[config.mk]
export PLATFORM = sky130hd
export DESIGN_NAME = bounded_stack_engine_core
export DESIGN_NICKNAME = d
export VERILOG_FILES = /design/src/rtl/core/bse_pkg.sv /design/src/rtl/core/bounded_stack_engine_core.sv /design/src/rtl/core/bse_ram.sv
export SDC_FILE = /design/constraint.sdc
export NUM_CORES = 1
export LEC_CHECK = 0
export BUFFER_PORTS_ARGS = -buffer_cell sky130_fd_sc_hd__buf_2
export CAP_MARGIN = 20
export CORE_MARGIN = 2
export CORE_UTILIZATION = 65
export DETAILED_ROUTE_END_ITERATION = 16
export GPL_TIMING_DRIVEN = 0
export PLACE_DENSITY = 0.83
export SYNTH_ARGS = -nofsm -noshare
export SYNTH_HDL_FRONTEND = slang
export SYNTH_SLANG_ARGS = --single-unit
[constraint.sdc]
create_clock -name clk -period 13.85 [get_ports clk]
set_input_delay 0 -clock clk [delete_from_list [all_inputs] [get_ports clk]]
set_output_delay 0 -clock clk [all_outputs]
set_load 0.01 [all_outputs]
[src/rtl/core/bse_pkg.sv]
`timescale 1ns / 1ps
// ----------------------------------------------------------------------------
// bse_pkg
// Shared widths, operation codes and status codes of the bounded stack engine.
// ----------------------------------------------------------------------------
package bse_pkg;

    localparam int DefaultDepth = 8;
    localparam int WordW        = 32;
    localparam int FuncW        = 3;
    localparam int StatusW      = 3;

    localparam logic [FuncW-1:0] FUNC_PUSH    = 3'd0;
    localparam logic [FuncW-1:0] FUNC_POP     = 3'd1;
    localparam logic [FuncW-1:0] FUNC_SORT    = 3'd2;
    localparam logic [FuncW-1:0] FUNC_SEARCH  = 3'd3;
    localparam logic [FuncW-1:0] FUNC_REVERSE = 3'd4;
    localparam logic [FuncW-1:0] FUNC_DUMP    = 3'd5;

    localparam logic [StatusW-1:0] STAT_OK        = 3'd0;
    localparam logic [StatusW-1:0] STAT_OVERFLOW  = 3'd1;
    localparam logic [StatusW-1:0] STAT_UNDERFLOW = 3'd2;
    localparam logic [StatusW-1:0] STAT_EMPTY     = 3'd3;
    localparam logic [StatusW-1:0] STAT_NOT_FOUND = 3'd4;

endpackage

[src/rtl/core/bounded_stack_engine_core.sv]
`timescale 1ns / 1ps
// ----------------------------------------------------------------------------
// bounded_stack_engine_core
// Bounded LIFO stack of signed words with push, pop, sort, search, reverse
// and dump, run by a small sequencer around a signed comparator, an equality comparator and one RAM.
// ----------------------------------------------------------------------------
// One operation per input beat, taken only while the sequencer is idle. Dump
// sends one beat per cycle when the sink keeps up. Sort, search, reverse and
// dump walk the stored entries through the single read port of the entry RAM,
// which serves one entry per cycle; sort compares them in the single signed
// comparator and search in an equality compare. Results leave through an
// output register, so a new operation is accepted while the last result beat
// still waits.
// ----------------------------------------------------------------------------
module bounded_stack_engine_core #(
    parameter int DEPTH = bse_pkg::DefaultDepth,
    localparam int PosW     = $clog2(DEPTH + 1),
    localparam int OutDataW = ((bse_pkg::WordW + PosW + 7) / 8) * 8
) (
    input  logic                        clk,
    input  logic                        rst_n,
    input  logic                        s_axis_tvalid,
    output logic                        s_axis_tready,
    input  logic [bse_pkg::WordW-1:0]   s_axis_tdata,   // operand
    input  logic [bse_pkg::FuncW-1:0]   s_axis_tuser,   // func
    output logic                        m_axis_tvalid,
    input  logic                        m_axis_tready,
    output logic [OutDataW-1:0]         m_axis_tdata,   // word, position, zero pad
    output logic [bse_pkg::StatusW-1:0] m_axis_tuser,   // status
    output logic                        m_axis_tlast
);

    import bse_pkg::*;

    localparam int AddrW = $clog2(DEPTH);
    localparam logic [PosW-1:0] FullCount = PosW'(DEPTH);

    typedef enum logic [3:0] {
        S_IDLE,
        S_POP_OUT,
        S_SORT_LOAD,
        S_SORT_CMP,
        S_SORT_STORE,
        S_SEARCH_CMP,
        S_REV_LOAD,
        S_REV_WR_LO,
        S_REV_WR_HI,
        S_DUMP_OUT,
        S_REPLY
    } state_t;

    state_t              state_reg, state_next;
    logic [PosW-1:0]     fill_reg, fill_next;
    logic [AddrW-1:0]    i_reg, i_next;
    logic [AddrW-1:0]    j_reg, j_next;
    logic [WordW-1:0]    cur_reg, cur_next;
    logic [WordW-1:0]    key_reg, key_next;
    logic [StatusW-1:0]  res_status_reg, res_status_next;
    logic [PosW-1:0]     res_pos_reg, res_pos_next;
    logic                out_valid_reg, out_valid_next;
    logic [StatusW-1:0]  out_status_reg, out_status_next;
    logic [WordW-1:0]    out_word_reg, out_word_next;
    logic [PosW-1:0]     out_pos_reg, out_pos_next;
    logic                out_last_reg, out_last_next;

    logic                wr_en;
    logic [AddrW-1:0]    wr_addr;
    logic [WordW-1:0]    wr_data;
    logic                rd_en;
    logic [AddrW-1:0]    rd_addr;
    logic [WordW-1:0]    rd_data;

    logic [PosW-1:0]     last_idx;
    logic [AddrW-1:0]    last_addr;
    logic                emit_ok;

    bse_ram #(
        .DEPTH  (DEPTH),
        .WORD_W (WordW)
    ) u_ram (
        .clk     (clk),
        .wr_en   (wr_en),
        .wr_addr (wr_addr),
        .wr_data (wr_data),
        .rd_en   (rd_en),
        .rd_addr (rd_addr),
        .rd_data (rd_data)
    );

    assign last_idx  = fill_reg - PosW'(1);
    assign last_addr = last_idx[AddrW-1:0];
    assign emit_ok   = !out_valid_reg || m_axis_tready;

    assign s_axis_tready = (state_reg == S_IDLE);
    assign m_axis_tvalid = out_valid_reg;
    assign m_axis_tuser  = out_status_reg;
    assign m_axis_tlast  = out_last_reg;
    assign m_axis_tdata  = OutDataW'({out_pos_reg, out_word_reg});

    always_comb
    begin
        state_next      = state_reg;
        fill_next       = fill_reg;
        i_next          = i_reg;
        j_next          = j_reg;
        cur_next        = cur_reg;
        key_next        = key_reg;
        res_status_next = res_status_reg;
        res_pos_next    = res_pos_reg;
        out_valid_next  = out_valid_reg && !m_axis_tready;
        out_status_next = out_status_reg;
        out_word_next   = out_word_reg;
        out_pos_next    = out_pos_reg;
        out_last_next   = out_last_reg;
        wr_en           = 1'b0;
        wr_addr         = i_reg;
        wr_data         = cur_reg;
        rd_en           = 1'b0;
        rd_addr         = j_reg;

        case (state_reg)
            S_IDLE:
            begin
                if (s_axis_tvalid)
                begin
                    key_next        = s_axis_tdata;
                    res_status_next = STAT_OK;
                    res_pos_next    = '0;
                    case (s_axis_tuser)
                        FUNC_PUSH:
                        begin
                            state_next = S_REPLY;
                            if (fill_reg == FullCount)
                            begin
                                res_status_next = STAT_OVERFLOW;
                            end
                            else
                            begin
                                wr_en     = 1'b1;
                                wr_addr   = fill_reg[AddrW-1:0];
                                wr_data   = s_axis_tdata;
                                fill_next = fill_reg + PosW'(1);
                            end
                        end
                        FUNC_POP:
                        begin
                            if (fill_reg == '0)
                            begin
                                res_status_next = STAT_UNDERFLOW;
                                state_next      = S_REPLY;
                            end
                            else
                            begin
                                rd_en      = 1'b1;
                                rd_addr    = last_addr;
                                state_next = S_POP_OUT;
                            end
                        end
                        FUNC_SORT:
                        begin
                            if (fill_reg <= PosW'(1))
                            begin
                                state_next = S_REPLY;
                            end
                            else
                            begin
                                rd_en      = 1'b1;
                                rd_addr    = AddrW'(1);
                                i_next     = AddrW'(1);
                                state_next = S_SORT_LOAD;
                            end
                        end
                        FUNC_SEARCH:
                        begin
                            if (fill_reg == '0)
                            begin
                                res_status_next = STAT_EMPTY;
                                state_next      = S_REPLY;
                            end
                            else
                            begin
                                rd_en      = 1'b1;
                                rd_addr    = '0;
                                j_next     = '0;
                                state_next = S_SEARCH_CMP;
                            end
                        end
                        FUNC_REVERSE:
                        begin
                            if (fill_reg == '0)
                            begin
                                res_status_next = STAT_EMPTY;
                                state_next      = S_REPLY;
                            end
                            else if (fill_reg == PosW'(1))
                            begin
                                state_next = S_REPLY;
                            end
                            else
                            begin
                                rd_en      = 1'b1;
                                rd_addr    = '0;
                                i_next     = '0;
                                j_next     = last_addr;
                                state_next = S_REV_LOAD;
                            end
                        end
                        FUNC_DUMP:
                        begin
                            if (fill_reg == '0)
                            begin
                                res_status_next = STAT_EMPTY;
                                state_next      = S_REPLY;
                            end
                            else
                            begin
                                rd_en      = 1'b1;
                                rd_addr    = '0;
                                j_next     = '0;
                                state_next = S_DUMP_OUT;
                            end
                        end
                        default:
                        begin
                            state_next = S_IDLE;
                        end
                    endcase
                end
            end
            S_POP_OUT:
            begin
                if (emit_ok)
                begin
                    out_valid_next  = 1'b1;
                    out_status_next = STAT_OK;
                    out_word_next   = rd_data;
                    out_pos_next    = '0;
                    out_last_next   = 1'b1;
                    fill_next       = last_idx;
                    state_next      = S_IDLE;
                end
            end
            S_SORT_LOAD:
            begin
                cur_next   = rd_data;
                rd_en      = 1'b1;
                rd_addr    = '0;
                j_next     = '0;
                state_next = S_SORT_CMP;
            end
            S_SORT_CMP:
            begin
                // swap the held entry with a larger one below it
                if ($signed(rd_data) > $signed(cur_reg))
                begin
                    wr_en    = 1'b1;
                    wr_addr  = j_reg;
                    wr_data  = cur_reg;
                    cur_next = rd_data;
                end
                if (j_reg + AddrW'(1) == i_reg)
                begin
                    state_next = S_SORT_STORE;
                end
                else
                begin
                    j_next  = j_reg + AddrW'(1);
                    rd_en   = 1'b1;
                    rd_addr = j_reg + AddrW'(1);
                end
            end
            S_SORT_STORE:
            begin
                wr_en   = 1'b1;
                wr_addr = i_reg;
                wr_data = cur_reg;
                if (PosW'(i_reg) == last_idx)
                begin
                    state_next = S_REPLY;
                end
                else
                begin
                    i_next     = i_reg + AddrW'(1);
                    rd_en      = 1'b1;
                    rd_addr    = i_reg + AddrW'(1);
                    state_next = S_SORT_LOAD;
                end
            end
            S_SEARCH_CMP:
            begin
                if (rd_data == key_reg)
                begin
                    res_pos_next = PosW'(j_reg) + PosW'(1);
                    state_next   = S_REPLY;
                end
                else if (PosW'(j_reg) == last_idx)
                begin
                    res_status_next = STAT_NOT_FOUND;
                    state_next      = S_REPLY;
                end
                else
                begin
                    j_next  = j_reg + AddrW'(1);
                    rd_en   = 1'b1;
                    rd_addr = j_reg + AddrW'(1);
                end
            end
            S_REV_LOAD:
            begin
                cur_next   = rd_data;
                rd_en      = 1'b1;
                rd_addr    = j_reg;
                state_next = S_REV_WR_LO;
            end
            S_REV_WR_LO:
            begin
                wr_en      = 1'b1;
                wr_addr    = i_reg;
                wr_data    = rd_data;
                state_next = S_REV_WR_HI;
            end
            S_REV_WR_HI:
            begin
                wr_en   = 1'b1;
                wr_addr = j_reg;
                wr_data = cur_reg;
                i_next  = i_reg + AddrW'(1);
                j_next  = j_reg - AddrW'(1);
                if (PosW'(i_reg) + PosW'(2) < PosW'(j_reg))
                begin
                    rd_en      = 1'b1;
                    rd_addr    = i_reg + AddrW'(1);
                    state_next = S_REV_LOAD;
                end
                else
                begin
                    state_next = S_REPLY;
                end
            end
            S_DUMP_OUT:
            begin
                if (emit_ok)
                begin
                    out_valid_next  = 1'b1;
                    out_status_next = STAT_OK;
                    out_word_next   = rd_data;
                    out_pos_next    = '0;
                    out_last_next   = (PosW'(j_reg) == last_idx);
                    if (PosW'(j_reg) == last_idx)
                    begin
                        state_next = S_IDLE;
                    end
                    else
                    begin
                        j_next  = j_reg + AddrW'(1);
                        rd_en   = 1'b1;
                        rd_addr = j_reg + AddrW'(1);
                    end
                end
            end
            S_REPLY:
            begin
                if (emit_ok)
                begin
                    out_valid_next  = 1'b1;
                    out_status_next = res_status_reg;
                    out_word_next   = '0;
                    out_pos_next    = res_pos_reg;
                    out_last_next   = 1'b1;
                    state_next      = S_IDLE;
                end
            end
            default:
            begin
                state_next = S_IDLE;
            end
        endcase
    end

    always_ff @(posedge clk or negedge rst_n)
    begin
        if (!rst_n)
        begin
            state_reg      <= S_IDLE;
            fill_reg       <= '0;
            i_reg          <= '0;
            j_reg          <= '0;
            cur_reg        <= '0;
            key_reg        <= '0;
            res_status_reg <= STAT_OK;
            res_pos_reg    <= '0;
            out_valid_reg  <= 1'b0;
            out_status_reg <= STAT_OK;
            out_word_reg   <= '0;
            out_pos_reg    <= '0;
            out_last_reg   <= 1'b0;
        end
        else
        begin
            state_reg      <= state_next;
            fill_reg       <= fill_next;
            i_reg          <= i_next;
            j_reg          <= j_next;
            cur_reg        <= cur_next;
            key_reg        <= key_next;
            res_status_reg <= res_status_next;
            res_pos_reg    <= res_pos_next;
            out_valid_reg  <= out_valid_next;
            out_status_reg <= out_status_next;
            out_word_reg   <= out_word_next;
            out_pos_reg    <= out_pos_next;
            out_last_reg   <= out_last_next;
        end
    end

`ifndef ASSERT_OFF
    a_fill_bound: assert property (@(posedge clk) disable iff (!rst_n)
        fill_reg <= FullCount)
        else $error("stack fill count above depth");

    a_push_grows: assert property (@(posedge clk) disable iff (!rst_n)
        (s_axis_tvalid && s_axis_tready && s_axis_tuser == FUNC_PUSH
         && fill_reg != FullCount)
        |=> fill_reg == $past(fill_reg) + PosW'(1))
        else $error("accepted push did not grow the stack");

    a_sort_order: assert property (@(posedge clk) disable iff (!rst_n)
        (state_reg == S_SORT_CMP) |-> (j_reg < i_reg))
        else $error("sort compare index not below held index");

    a_scan_bound: assert property (@(posedge clk) disable iff (!rst_n)
        (state_reg == S_SEARCH_CMP || state_reg == S_DUMP_OUT)
        |-> (PosW'(j_reg) < fill_reg))
        else $error("scan index beyond stored entries");
`endif

endmodule

[src/rtl/core/bse_ram.sv]
`timescale 1ns / 1ps
// ----------------------------------------------------------------------------
// bse_ram
// Entry store: one write port, one read port with registered read data.
// ----------------------------------------------------------------------------
module bse_ram #(
    parameter int DEPTH  = bse_pkg::DefaultDepth,
    parameter int WORD_W = bse_pkg::WordW,
    localparam int AddrW = $clog2(DEPTH)
) (
    input  logic              clk,
    input  logic              wr_en,
    input  logic [AddrW-1:0]  wr_addr,
    input  logic [WORD_W-1:0] wr_data,
    input  logic              rd_en,
    input  logic [AddrW-1:0]  rd_addr,
    output logic [WORD_W-1:0] rd_data
);

    logic [WORD_W-1:0] mem [DEPTH];
    logic [WORD_W-1:0] rd_data_reg;

    always_ff @(posedge clk)
    begin
        if (wr_en)
        begin
            mem[wr_addr] <= wr_data;
        end
    end

    always_ff @(posedge clk)
    begin
        if (rd_en)
        begin
            rd_data_reg <= mem[rd_addr];
        end
    end

    assign rd_data = rd_data_reg;

endmodule
==> results.json <==
{
  "skew_ps": 31.6,
  "die_area_mm2": 0.0312,
  "yosysWarnings": 0,
  "r2r_cells": 12,
  "worstSetupStartpointType": "flip-flop",
  "finalSetupViolCount": 0,
  "drc": 0,
  "io_buffers": 80,
  "timing.rr.start": "u_ram.rd_data[25]$_DFFE_PP_",
  "synth.most_common_cell": "edfxtp_1",
  "critPathKind": "reg -> reg",
  "met2_usage": 0.528,
  "syn_area_mm2": 0.0194,
  "met3_usage": 0.0571,
  "overflow": 0,
  "yosysSeqAreaShare": 0.609,
  "largest_reg_flops": 256,
  "status": "completed",
  "worstHoldStart": "s_axis_tvalid",
  "nets": 1684,
  "syn_area_per_cell_um2": 13.6,
  "synth_area_leaders": "edfxtp_1 45%, dfrtp_1 16%, mux2_2 5.6%",
  "htreeDepth": 2,
  "clk_path_buf_depth": 3,
  "start_util": 0.657,
  "yosysTopAreaCell": "edfxtp_1",
  "whs_endpoint": "j_reg[0]$_DFFE_PN0P_",
  "worstPathMaxFanout": 18,
  "regToRegEndpoint": "u_ram.mem[0][16]$_DFFE_PP_",
  "hold_class": "in -> reg",
  "cts_buffers": 41,
  "worst_pin_slew_ps": 879,
  "report.final.slew_viol_count": 0,
  "async_flop_share": 0.304,
  "fmax_mhz": 202,
  "max_stage_delay_ps": 660,
  "grt_pass1_wl_mm": 79.5,
  "grt_pass1_vias": 13300,
  "period_needed_ps": 4960,
  "antenna_found_initial": 2,
  "via_per_inst": 6.62,
  "worst_ep_arrival_time_ps": 5200,
  "slew_headroom": 0.414,
  "use_met1": 0.488,
  "drt_iter0_markers": 1725,
  "maxCapViolCount": 0,
  "synth.distinct_cells": 87,
  "min_path_cells": 4,
  "synth_edf_count": 288,
  "largest_register": "u_ram.mem",
  "coreArea_mm2": 0.0295,
  "grt_max_degree": 79,
  "worstPathRequired_ps": 14080,
  "dr.pass1.iters": 9,
  "die_w_um": 177,
  "endpoint_kind": "flip-flop",
  "top_usage_layer": "met2",
  "rsz0062_at_grt": "no",
  "rows": 63,
  "synth-seq-cells": 414,
  "gp_congestion": 0.963,
  "ant_nets": 0,
  "antenna_cells": 0,
  "drive_gt1_frac": 0.233,
  "path_clk_slew_ps": 70,
  "worstPathCellList": "ha_1 > a21o_1 > a221o_1 > a221oi_1 > o21ai_1 > a21oi_1 > xor2_1 > a31oi_1 > o2bb2ai_1 > nand2_1 > nor2_4 > buf_16",
  "gr-usage-all-layers": 0.341,
  "synthTopCellsByCount": "288 x edfxtp_1, 132 x nand2_1, 126 x dfrtp_1",
  "hpwl_mm": 35.3,
  "tritoncts": "done",
  "vias": 13400,
  "clkSinkCount": 414,
  "postCtsSetupBuffers": 0,
  "netlist_instances": 1429,
  "die_h_um": 177,
  "reg2reg_slack_ps": 8890,
  "post_drt_wl_per_cell_um": 25.9,
  "synthFlopType": "edfxtp_1",
  "timing.final.crit_share": 0.358,
  "setup_tns_ps": 0,
  "cts-root-buf": "clkbuf_16",
  "hold_violations": 0,
  "clock_latency_ps": 550,
  "pin_count": 85,
  "drt_wl_total_mm": 52.4,
  "slowest_stage": "o2bb2ai_1",
  "area_growth_pct": 15.1,
  "synthDominantCellAreaShare": 0.447
}
-- repair_timing --
item,CTS,global route
hold endpoints to repair,208,0
hold buffers,37,0
resized for setup,0,0
-- worst max-delay path: cells and delay by family (launching register included) --
family          cells  cell delay [ps]
compound gates      7             2090
simple gates        2              950
flops               1              540
xor+xnor            1              420
fa+ha+maj           1              360
buf+inv             1              260
-- cells by family (layout without fill, tap and decap cells) --
| logic type | count (synthesis) | count (layout) | synth area share |
|---|---|---|---|
| and+or+nand+nor | 281 | 281 | 0.0701 |
| xor gates and xnor gates | 49 | 49 | 0.0233 |
| buffers and inverters | 163 | 365 | 0.0406 |
| muxes | 190 | 190 | 0.112 |
| DFF | 414 | 414 | 0.609 |
| other | 1 | 4 | 0.000194 |
| AOI/OAI and AO/OA | 289 | 289 | 0.117 |
| adders and majority gates | 42 | 42 | 0.0275 |
-- per-layer routing --
layer / part of all wire / vias to the layer above
met5: 0 / -
met4: 0.041 / 0
met3: 0.10 / 150
met2: 0.46 / 825
met1: 0.40 / 6689
li1: - / 5735
-- worst max path at each step --
stage | to | from | slack (ps)
3_3_place_gp | u_ram.mem[5][6]$_DFFE_PP_ | u_ram.rd_data[25]$_DFFE_PP_ | 7370
4_1_cts | u_ram.mem[0][16]$_DFFE_PP_ | u_ram.rd_data[25]$_DFFE_PP_ | 8970
6_report | u_ram.mem[0][16]$_DFFE_PP_ | u_ram.rd_data[25]$_DFFE_PP_ | 8890
5_1_grt | u_ram.mem[0][16]$_DFFE_PP_ | u_ram.rd_data[25]$_DFFE_PP_ | 8760
2_1_floorplan | u_ram.mem[4][0]$_DFFE_PP_ | u_ram.rd_data[25]$_DFFE_PP_ | 9330
3_5_place_dp | u_ram.mem[0][7]$_DFFE_PP_ | u_ram.rd_data[25]$_DFFE_PP_ | 9060
-- per-stage QoR --
| stage | instance area [um^2] | cells | worst slack (ps) | hold slack, ps | util |
|---|---|---|---|---|---|
| floorplan | 19400 | 1432 | 9330 | -296 | - |
| global placement | 20300 | 1902 | 7370 | 251 | 0.687 |
| detailed placement | 20600 | 1913 | 9060 | -14.9 | 0.698 |
| CTS | 22300 | 2024 | 8970 | 52.2 | 0.756 |
| global route | 22300 | 2024 | 8760 | 123 | 0.756 |
| finish | 22300 | 2024 | 8890 | 77.9 | 0.756 |
-- layout make-up --
type	instances	area, um^2
Sequential cell	414	11800
Timing Repair Buffer	128	1030
Clock inverter	14	173
Buffer	79	472
Multi-Input combinational cell	855	6850
Tap cell	390	488
Inverter	84	315
Clock buffer	60	1160
Fill cell	1725	7180
-- cells in the final DEF, fill, tap and decap left out, drive strengths merged, types with 7 or more instances in the layout --
cell / instances
or2: 7
ha: 41
nand2: 133
edfxtp: 288
nand2b: 12
a21oi: 35
nor2: 48
dfrtp: 126
nor3: 11
xnor2: 8
a21o: 8
nor2b: 14
clkinv: 9
buf: 137
mux2: 127
o22ai: 38
xor2: 40
dlygate4sd3: 37
a221oi: 35
a222oi: 32
o31ai: 12
nand3: 11
inv: 85
nor4: 12
clkbuf: 93
o21ai: 73
mux2i: 63
Power is left out: the tool's default activity adds up to more than one toggle a clock period on the data nets, which glitch-free logic cannot reach.
